[config.mk]
export PLATFORM = sky130hd
export DESIGN_NAME = blti_accum
export DESIGN_NICKNAME = d
export VERILOG_FILES = /design/src/design/brdf_lut_texel_integrator_assert.svh /design/src/design/blti_pkg.sv /design/src/design/blti_accum.sv
export SDC_FILE = /design/constraint.sdc
export NUM_CORES = 1
export LEC_CHECK = 0
export BUFFER_PORTS_ARGS = -buffer_cell sky130_fd_sc_hd__clkbuf_2
export CORE_UTILIZATION = 58
export DETAILED_ROUTE_END_ITERATION = 8
export PLACE_DENSITY = 0.78
export SETUP_SLACK_MARGIN = 0.4
export SLEW_MARGIN = 20
export SYNTH_ARGS = -nofsm -noshare
export SYNTH_HDL_FRONTEND = slang
export SYNTH_SLANG_ARGS = --single-unit
[constraint.sdc]
create_clock -name clk -period 8.2 [get_ports clk]
set_input_delay 1.64 -clock clk [delete_from_list [all_inputs] [get_ports clk]]
set_output_delay 1.64 -clock clk [all_outputs]
set_load 0.01 [all_outputs]
[src/design/brdf_lut_texel_integrator_assert.svh]
// Assertion macros for the BRDF LUT texel integrator.
// Used by the top level only; expects clk and arst_n in scope.
`ifndef BRDF_LUT_TEXEL_INTEGRATOR_ASSERT_SVH
`define BRDF_LUT_TEXEL_INTEGRATOR_ASSERT_SVH

// antecedent implies consequent in the same cycle
`define BLTI_ASSERT_IMP(lbl, ante, cons, msg) \
	lbl: assert property (@(posedge clk) disable iff (!arst_n) (ante) |-> (cons)) \
		else $error(msg);

// antecedent implies consequent in the next cycle
`define BLTI_ASSERT_NXT(lbl, ante, cons, msg) \
	lbl: assert property (@(posedge clk) disable iff (!arst_n) (ante) |=> (cons)) \
		else $error(msg);

`endif

[src/design/blti_pkg.sv]
// Shared constants, types and constant functions of the BRDF LUT texel integrator.
// No dependencies. SAMPLES must be a power of two; outputs assume 16 fraction bits.
package blti_pkg;

	localparam int FRAC_BITS = 16;
	localparam int SAMPLES   = 256;
	localparam int SMP_W     = $clog2(SAMPLES);
	localparam int Q_W       = FRAC_BITS + 1;          // 0..ONE
	localparam int P_W       = 2 * Q_W;                // product of two Q values
	localparam int COL_W     = 12;
	localparam int SIZE_W    = 13;
	localparam int OUT_W     = 18;
	localparam int G_W       = FRAC_BITS + 9;          // G capped at 256.0
	localparam int T_W       = FRAC_BITS + 11;         // T capped at 1024.0
	localparam int GV_W      = G_W + FRAC_BITS;        // G * VdotH
	localparam int PR_W      = Q_W + T_W;              // (1-Fc) * T
	localparam int C_W       = PR_W - FRAC_BITS;       // one sample contribution
	localparam int ACC_W     = C_W + SMP_W;

	localparam logic [Q_W-1:0] ONE = {1'b1, {FRAC_BITS{1'b0}}};
	localparam longint EPS_RAW = ((longint'(1) << FRAC_BITS) + 50000) / 100000;
	localparam logic [Q_W-1:0] EPS = (EPS_RAW == 0) ? Q_W'(1) : Q_W'(EPS_RAW);
	localparam logic [G_W-1:0] G_MAX = {1'b1, {(G_W-1){1'b0}}};
	localparam logic [T_W-1:0] T_MAX = {1'b1, {(T_W-1){1'b0}}};
	localparam logic [OUT_W-1:0] OUT_MAX = {OUT_W{1'b1}};

	localparam longint unsigned Q30_ONE     = 64'd1 << 30;
	localparam longint unsigned HALF_PI_Q30 = 64'd1686629713;

	typedef enum logic [0:0] {
		REG_LUT_WIDTH  = 1'b0,
		REG_LUT_HEIGHT = 1'b1
	} reg_idx_t;

	// per-texel values handed from the front end to the sample issuer
	typedef struct packed {
		logic [Q_W-1:0] nv;
		logic [Q_W-1:0] vx;
		logic [Q_W-1:0] a2;
	} texel_t;

	typedef struct packed {
		logic busy;
		logic issue;
	} smp_stat_t;

	typedef struct packed {
		logic           last;
		logic [C_W-1:0] pa;
		logic [C_W-1:0] pb;
	} samp_res_t;

	// radical inverse: top FRAC_BITS bits of the 32-bit bit reversal
	function automatic logic [FRAC_BITS-1:0] xi_of(input logic [SMP_W-1:0] i);
		logic [FRAC_BITS-1:0] r;
		r = '0;
		for (int k = 0; k < SMP_W; k++)
			r[FRAC_BITS-1-k] = i[k];
		return r;
	endfunction

	function automatic longint unsigned mul30(input longint unsigned a,
			input longint unsigned b);
		return (a * b) >> 30;
	endfunction

	function automatic longint unsigned sin_q30(input longint unsigned t);
		longint unsigned t2;
		longint unsigned v;
		t2 = mul30(t, t);
		v = Q30_ONE - t2 / 110;
		v = Q30_ONE - mul30(t2, v) / 72;
		v = Q30_ONE - mul30(t2, v) / 42;
		v = Q30_ONE - mul30(t2, v) / 20;
		v = Q30_ONE - mul30(t2, v) / 6;
		return mul30(t, v);
	endfunction

	function automatic longint q30_to_q(input longint unsigned v);
		longint unsigned r;
		r = (v + (64'd1 << (29 - FRAC_BITS))) >> (30 - FRAC_BITS);
		if (r > (64'd1 << FRAC_BITS))
			r = 64'd1 << FRAC_BITS;
		return longint'(r);
	endfunction

	// cosine of the sample azimuth, elaboration-time table entry
	function automatic logic signed [Q_W:0] phase_cos(input int i);
		longint unsigned k;
		longint unsigned quad;
		longint unsigned t;
		longint sv;
		longint cv;
		longint c;
		k = longint'(i) * 4;
		quad = (k / SAMPLES) & 3;
		t = (k % SAMPLES) * HALF_PI_Q30 / SAMPLES;
		sv = q30_to_q(sin_q30(t));
		cv = q30_to_q(sin_q30(HALF_PI_Q30 - t));
		case (quad)
			0:       c = cv;
			1:       c = -sv;
			2:       c = -cv;
			default: c = sv;
		endcase
		return (Q_W+1)'(c);
	endfunction

endpackage

[src/design/blti_accum.sv]
// Per-texel accumulator and output register of the BRDF LUT texel integrator.
// Depends on blti_pkg. Also produces the pipeline advance enable.
module blti_accum (
	input  logic                          clk,
	input  logic                          arst_n,
	input  logic                          in_vld,
	input  blti_pkg::samp_res_t           in_res,
	output logic                          adv,
	output logic                          out_vld,
	input  logic                          out_rdy,
	output logic [blti_pkg::OUT_W-1:0]    scale,
	output logic [blti_pkg::OUT_W-1:0]    bias
);

	localparam int AW = blti_pkg::ACC_W;
	localparam int CW = blti_pkg::C_W;
	localparam int OW = blti_pkg::OUT_W;

	logic [AW-1:0] sum_a_q, sum_b_q;
	logic [AW-1:0] nxt_a, nxt_b;
	logic [CW-1:0] avg_a, avg_b;
	logic          out_vld_q;
	logic [OW-1:0] scale_q, bias_q;
	logic          fin;

	assign nxt_a = sum_a_q + AW'(in_res.pa);
	assign nxt_b = sum_b_q + AW'(in_res.pb);
	assign avg_a = nxt_a[AW-1:blti_pkg::SMP_W];
	assign avg_b = nxt_b[AW-1:blti_pkg::SMP_W];

	// only the last sample of a texel needs the output slot
	assign adv = !(in_vld && in_res.last && out_vld_q && !out_rdy);
	assign fin = adv && in_vld && in_res.last;

	always_ff @(posedge clk or negedge arst_n) begin
		if (!arst_n) begin
			sum_a_q   <= '0;
			sum_b_q   <= '0;
			out_vld_q <= 1'b0;
		end else begin
			if (adv && in_vld) begin
				sum_a_q <= in_res.last ? AW'(0) : nxt_a;
				sum_b_q <= in_res.last ? AW'(0) : nxt_b;
			end
			if (fin)
				out_vld_q <= 1'b1;
			else if (out_rdy)
				out_vld_q <= 1'b0;
		end
	end

	always_ff @(posedge clk) begin
		if (fin) begin
			scale_q <= (avg_a > CW'(blti_pkg::OUT_MAX)) ? blti_pkg::OUT_MAX : avg_a[OW-1:0];
			bias_q  <= (avg_b > CW'(blti_pkg::OUT_MAX)) ? blti_pkg::OUT_MAX : avg_b[OW-1:0];
		end
	end

	assign out_vld = out_vld_q;
	assign scale   = scale_q;
	assign bias    = bias_q;

endmodule

==> results.toml, run 1 <==
[final_layout]
synthToLayoutAreaGrowth_pct = 12.5
layout-drive-gt1-share_pct = 14.2
final_nets = 1044
final_cell_mix = "nand2_1, clkbuf_2, dfrtp_1"
final_cells = 1102
nFillCells = 1106
final_common_cell = "nand2_1"
antenna_cells = 0

[clock_network]
clk_path_buf_depth = 2
clk_latency_ps = 360
cts_resized = 0
post_cts_buffers = 0
cts_tree = "built"
hold_buffers = 0
clk_pin_slew_ps = 70
root_buffer = "clkbuf_16"
cts_buffers = 9
htreeDepth = 3
clock_sinks = 109

[power_and_ir_drop]
switching_share_pct = 42.3
p_int_uw = 1690
peakVddDrop_mv = 0.181
pwr-share-seq_pct = 28.9
p_switching_uw = 1240
leakagePower_uw = 0.00370
combinationalPowerShare_pct = 54.2
power_frac_clock_pct = 16.9
p_per_area_mw_per_mm2 = 342

[synthesis]
synth.net_count = 968
postSynthAreaPerCell_um2 = 8.99
synth_ff_type = "dfrtp_1"
synthDistinctLibCells = 65
async_reset_ff_share_pct = 67.0
yosysSeqAreaShare_pct = 38.1
syn-instance-count = 849
synth-seq-cells = 109
synth_edf_count = 36
synth.cell_area_mm2 = 0.00763
synth_warnings = 0

[global_route]
grt_pass1_vias = 6086
grt_max_degree = 74
overflow = 0
grt_antenna_before_repair = 0
grt_pass1_wl_um = 29300
track_usage_pct = 27.7

[timing]
finalCritPeriodShare_pct = 63.8
hold_viol_final = 0
fmax_mhz = 191
tns_ps = 0
worstMarginPinSlew_ps = 1050
slew_viol_final = 0
min_period_ps = 5230
timing.final.ws_setup_ps = 2970
slew_headroom_pct = 29.4
setup_viol = 0
rsz0062_at_grt = "no"
worst_clock_skew_ps = 9.91

[floorplan]
fp-row-count = 41
core_area_mm2 = 0.0127
io_pins = 99
die-width_um = 117
initial_core_util_pct = 60.0
dieArea_mm2 = 0.0136
die_h_um = 117

[route]
wl_per_cell_um = 15.7
ant_nets = 0
drtIter0Drc = 508
wl_um = 17300
viasPerCell = 5.96
drc = 0
dr.pass1.iters = 5
vias = 6563

[setup_path]
worstPathCellList = "clkbuf_2, ha_1, fa_1, a211oi_1, o21bai_1, a21oi_1, o211ai_1, o311ai_1, and3_1, o2111ai_1, nor4_4, nand2_1"
worstPathMaxFanout = 18
cp-end-kind = "flip-flop"
max_stage_delay_ps = 850
slowest_stage = "nor4_4"
crit_family = "compound AO/OA/AOI/OAI gates"
required_ps = 8260
arrival_ps = 5300
worstSetupPathType = "primary input to flip-flop"
cp_num_buf_inv = 1
cp-start-kind = "primary input"

[place]
port_buffers = 98
place_ws_ps = 2580
gp_congestion = 0.904
dp_cells = 1085
dp_hpwl_um = 12300

[run]
maxCapViolCount = 0

[worst_hold_path]
hp-class = "flip-flop to flip-flop"

[run_status]
outcome = "completed"
-- per-stage QoR --
| stage | hold WS [ps] | cell area (um^2) | total power (uW) | utilization [%] |
|---|---|---|---|---|
| 2_1_floorplan | 443 | 7630 | 2080 | - |
| 3_3_place_gp | 454 | 8230 | 2380 | 64.7 |
| 3_5_place_dp | 461 | 8230 | 2410 | 64.7 |
| 4_1_cts | 477 | 8560 | 2920 | 67.3 |
| 5_1_grt | 508 | 8580 | 3170 | 67.5 |
| 6_report | 471 | 8580 | 2930 | 67.5 |
-- final timing paths --
| check | from | endpoint | slack [ps] | cells after the start |
|---|---|---|---|---|
| setup / recovery | in_res[0] | bias[3]$_SDFFCE_PN1P_ | 2970 | 12 |
| setup reg to reg | sum_b_q[0]$_DFFE_PN0P_ | bias[3]$_SDFFCE_PN1P_ | 3930 | 11 |
| min in group asynchronous | arst_n | sum_b_q[16]$_DFFE_PN0P_ | 1440 | 1 |
| hold reg to reg | sum_a_q[0]$_DFFE_PN0P_ | sum_a_q[0]$_DFFE_PN0P_ | 470 | 2 |
| max in group asynchronous | arst_n | sum_b_q[34]$_DFFE_PN0P_ | 6150 | 1 |
| hold / removal | sum_a_q[0]$_DFFE_PN0P_ | sum_a_q[0]$_DFFE_PN0P_ | 470 | 2 |
-- synth_stat cells (all sizes together) (3+ instances only) --
cell type  count  area, um^2
and2           5        31.3
a31oi          7        43.8
nor3b          3        27.5
nor3           9        45.0
nor4           3        48.8
or2            5        31.3
o211ai         9        67.6
a22o          27         236
edfxtp        36        1080
o31ai         13         103
o21bai         7        52.6
nand3b         4        30.0
buf            3        20.0
o21a          10        75.1
a21o          12        90.1
nand4         12        75.1
xor2          27         236
nand3         20         100
o311ai         3        26.3
o2111ai        5        43.8
clkbuf        33         124
o22ai          3        18.8
and3           9        56.3
dfrtp         73        1830
xnor2         30         263
o21ai         70         350
o311a          3        30.0
mux2i         12         120
ha            56         701
a21oi         68         344
mux2           3        33.8
nand2        127         477
inv           15        56.3
nand2b        32         200
nor2b          8        50.1
nor2          52         195
a211oi         9        72.6
-- worst min-delay path, delay by kind of cell, from the launching register on --
family        cells  cell delay, ps
flops             1             340
simple gates      2             100
-- flip-flops by register name, indices dropped and copies added (netlist names) --
name,count
bias,18
out_vld,1
scale,18
sum_a_q,36
sum_b_q,36
-- layout make-up --
cell class,count,area [um^2],area share (%)
Clock inverter,5,98.8,1.15
Multi-Input combinational cell,689,4540,52.9
Tap cell,172,215,2.51
Timing Repair Buffer,101,536,6.24
Sequential cell,109,2910,33.9
Inverter,15,56.3,0.656
Clock buffer,11,233,2.71
-- power groups by stage --
stage / logic (uW) / clock network [uW] / registers [uW]
global route: 1780 / 522 / 866
floorplan: 1250 / 0 / 831
CTS: 1570 / 502 / 846
finish: 1590 / 495 / 848
detailed placement: 1560 / 0 / 853
global placement: 1530 / 0 / 849
-- layer usage --
layer,vias to the layer above,share of wire (%),GRT usage (%)
li1,3254,-,-
met1,3121,49,40.4
met2,167,45,42.9
met3,21,4.7,5.14
met4,0,1.1,5.65
met5,-,0,0
-- cell families (layout without fill, tap and decap cells) --
kind of cell | Yosys count | after routing | share of synthesized area, %
and+or+nand+nor | 294 | 294 | 18.5
AOI/OAI and AO/OA | 265 | 265 | 22.6
DFF | 109 | 109 | 38.1
adders and majority gates | 58 | 58 | 9.70
xor gates and xnor gates | 57 | 57 | 6.54
buffers and inverters | 51 | 132 | 2.62
muxes | 15 | 15 | 2.02
Power figures use the tool's default switching activity.
==> run 2: changes to the inputs <==
--- a/config.mk
+++ b/config.mk
@@ -5,10 +5,11 @@
 export SDC_FILE = /design/constraint.sdc
 export NUM_CORES = 1
 export LEC_CHECK = 0
+export ABC_AREA = 1
 export BUFFER_PORTS_ARGS = -buffer_cell sky130_fd_sc_hd__clkbuf_2
 export CORE_UTILIZATION = 58
 export DETAILED_ROUTE_END_ITERATION = 8
-export PLACE_DENSITY = 0.78
+export PLACE_DENSITY = 0.77
 export SETUP_SLACK_MARGIN = 0.4
 export SLEW_MARGIN = 20
 export SYNTH_ARGS = -nofsm -noshare
==> constraint.sdc (replaced) <==
create_clock -name clk -period 4.88 [get_ports clk]
set_input_delay 0.976 -clock clk [delete_from_list [all_inputs] [get_ports clk]]
set_output_delay 0.976 -clock clk [all_outputs]
set_load 0.01 [all_outputs]
==> run 2 against run 1 <==
- the flow now finishes with violations (design-rule violations)
- clock-buffer cell count decreased by 2
- via count up 28%
- critical path depth up 3
- power is 74% higher
- area after synthesis up 16%
- utilization down 0.88 points
- flip-flop and latch count unchanged
- non-clock buffer count rose by 1
- critical endpoint is now scale[7]$_SDFFCE_PN1P_
- die area increased by 15%
==> results.toml, run 2 <==
[setup_path]
required_ps = 4960
arrival_ps = 3250
cp-startpoint = "in_res[28]"
crit_end = "scale[7]$_SDFFCE_PN1P_"
cp-start-kind = "primary input"
reg2reg_depth = 14
worstSetupPathType = "primary input to flip-flop"
r2r_start = "sum_a_q[0]$_DFFE_PN0P_"
r2r_setup_slack_ps = 2020
r2r_end = "scale[7]$_SDFFCE_PN1P_"
cp-end-kind = "flip-flop"
worstPathMaxFanout = 18

[final_layout]
antenna_cells = 0
reg_top3 = "sum_a_q: 36 flops, sum_b_q: 36 flops"
multiInputGateArea_mm2 = 0.00515
final_common_cell = "nand2_1"
ff_latch_area_mm2 = 0.00291
layout-drive-gt1-share_pct = 16.2
fin_area_mm2 = 0.00979
final_nets = 1463
synthToLayoutAreaGrowth_pct = 10.9
final_cell_mix = "nand2_1, inv_1, clkbuf_2"
nFillCells = 1368

[timing]
hold_viol_final = 0
fmax_mhz = 316
finalCritPeriodShare_pct = 64.9
slew_viol_final = 0
worst_clock_skew_ps = 10.8
min_period_ps = 3170
worstMarginPinSlew_ps = 1040
rsz0062_at_grt = "no"
slew_headroom_pct = 30.8
tns_ps = 0
setup_viol = 0

[synthesis]
yosysSeqAreaShare_pct = 32.9
synth-seq-cells = 109
syn-instance-count = 1250
synth_ff_type = "dfrtp_1"
synth.cell_area_mm2 = 0.00883
synthDistinctLibCells = 47
synthTopCellsByArea = "dfrtp_1, nand2_1, edfxtp_1, ha_1, inv_1"
synth.net_count = 1369
yosysTopAreaCell = "dfrtp_1"
yosysMostFrequentCell = "nand2_1"
yosysTopAreaCellShare_pct = 20.7
postSynthAreaPerCell_um2 = 7.06
synth_commonest_cells = "nand2_1, inv_1, nor2_1"
synth_warnings = 0
synth_edf_count = 36
async_reset_ff_share_pct = 67.0

[route]
vias = 8403
wl_per_cell_um = 15.4
drtIter0Drc = 649
dr.pass1.iters = 7
ant_nets = 0
drc = 6
wl_um = 23700
viasPerCell = 5.48

[floorplan]
io_pins = 99
core_area_mm2 = 0.0147
die-width_um = 125
die_h_um = 125
initial_core_util_pct = 60.1
dieArea_mm2 = 0.0157
fp-row-count = 44

[run]
maxCapViolCount = 0

[clock_network]
hold_buffers = 0
clk_pin_slew_ps = 80
cts_buffers = 9
clk_path_buf_depth = 2
cts_resized = 0
root_buffer = "clkbuf_16"
post_cts_buffers = 0
clk_latency_ps = 370
cts_tree = "built"
clock_sinks = 109
htreeDepth = 3

[global_route]
overflow = 0
grt_max_degree = 74
track_usage_pct = 31.1
grt_pass1_wl_um = 38500
grt_pass1_vias = 7941
grt_antenna_before_repair = 0

[place]
placed_cell_area_mm2 = 0.00946
dp_hpwl_um = 18700
port_buffers = 98
gp_congestion = 0.993

[power_and_ir_drop]
leakagePower_uw = 0.00496
peakVddDrop_mv = 0.292
p_per_area_mw_per_mm2 = 522
power_uw = 5110

[run_status]
outcome = "finished with violations"
failed_checks = "design-rule violations"

[worst_hold_path]
hp-class = "flip-flop to flip-flop"
## run 2: changes by cell type in the layout (fill, tap and decap cells not counted), moves of 12 or more
cell / delta
a22o_1: -19
nor2_1: +25
nand3_1: +47
o21ai_0: -16
xor2_1: -18
mux2i_1: -12
nand2_2: +36
inv_1: +151
a21oi_1: -18
nand2b_1: -32
nand3_2: +12
nor2_2: +18
nand2_1: +296
## run 2: worst max-delay path: stages
cell	delay, ps
clkbuf_2	80
ha_1	240
fa_1	410
nand2_1	100
nand2_1	90
nand3_1	90
nand2_1	120
nand2_1	110
nand2_2	90
nand2_2	80
nand3_1	60
nand2_1	90
nand3_1	120
nor2_4	430
nand4_1	160
## run 2: final cells by class
| type | instances | area share [%] |
|---|---|---|
| multi-input combinational | 946 | 52.6 |
| sequential | 109 | 29.7 |
| inverter | 176 | 6.75 |
| timing repair buffer | 102 | 5.55 |
| tap | 184 | 2.35 |
| clock buffer | 9 | 2.30 |
| clock inverter | 7 | 0.741 |
## run 2: cells by family after synthesis
kind of cell / share of synthesized area, %
buffers and inverters: 8.84
AND/OR/NAND/NOR: 35.5
AO/OA/AOI/OAI: 9.79
flip-flops: 32.9
adder cells (fa/ha/maj): 8.39
XOR/XNOR: 4.55
## run 2: metal layers
metal / track usage (%) / routed length [um]
met5: 0 / 0
met4: 11.5 / 718
met3: 4.41 / 1370
met2: 54.8 / 11500
met1: 38.7 / 10100
## run 2: worst min path at each step
stage	slack [ps]	depth (start not counted)	end	from
after floorplan	460	2	sum_a_q[5]$_DFFE_PN0P_	sum_a_q[5]$_DFFE_PN0P_
after global placement	470	2	sum_a_q[5]$_DFFE_PN0P_	sum_a_q[5]$_DFFE_PN0P_
after detailed placement	470	2	sum_b_q[3]$_DFFE_PN0P_	sum_b_q[3]$_DFFE_PN0P_
after CTS	490	2	sum_b_q[3]$_DFFE_PN0P_	sum_b_q[3]$_DFFE_PN0P_
after global routing	520	2	sum_b_q[13]$_DFFE_PN0P_	sum_b_q[13]$_DFFE_PN0P_
final	490	2	sum_b_q[3]$_DFFE_PN0P_	sum_b_q[3]$_DFFE_PN0P_
## run 2: stage by stage
stage | cells | util (%) | hold WS, ps | setup WS, ps
final | 1533 | 66.6 | 491 | 1710
after global routing | 1533 | 66.6 | 517 | 1490
after CTS | 1532 | 66.4 | 492 | 1740
after detailed placement | 1516 | 64.4 | 475 | 1340
after global placement | 1516 | 64.4 | 469 | 1450
after floorplan | 1250 | - | 456 | 1580
## run 2: power by group
| group | internal [uW] | total, uW | switching [uW] | leakage [uW] |
|---|---|---|---|---|
| clock | 400 | 752 | 351 | 0.000144 |
| sequential | 1230 | 1370 | 144 | 0.00124 |
| combinational | 1000 | 2990 | 1980 | 0.00358 |
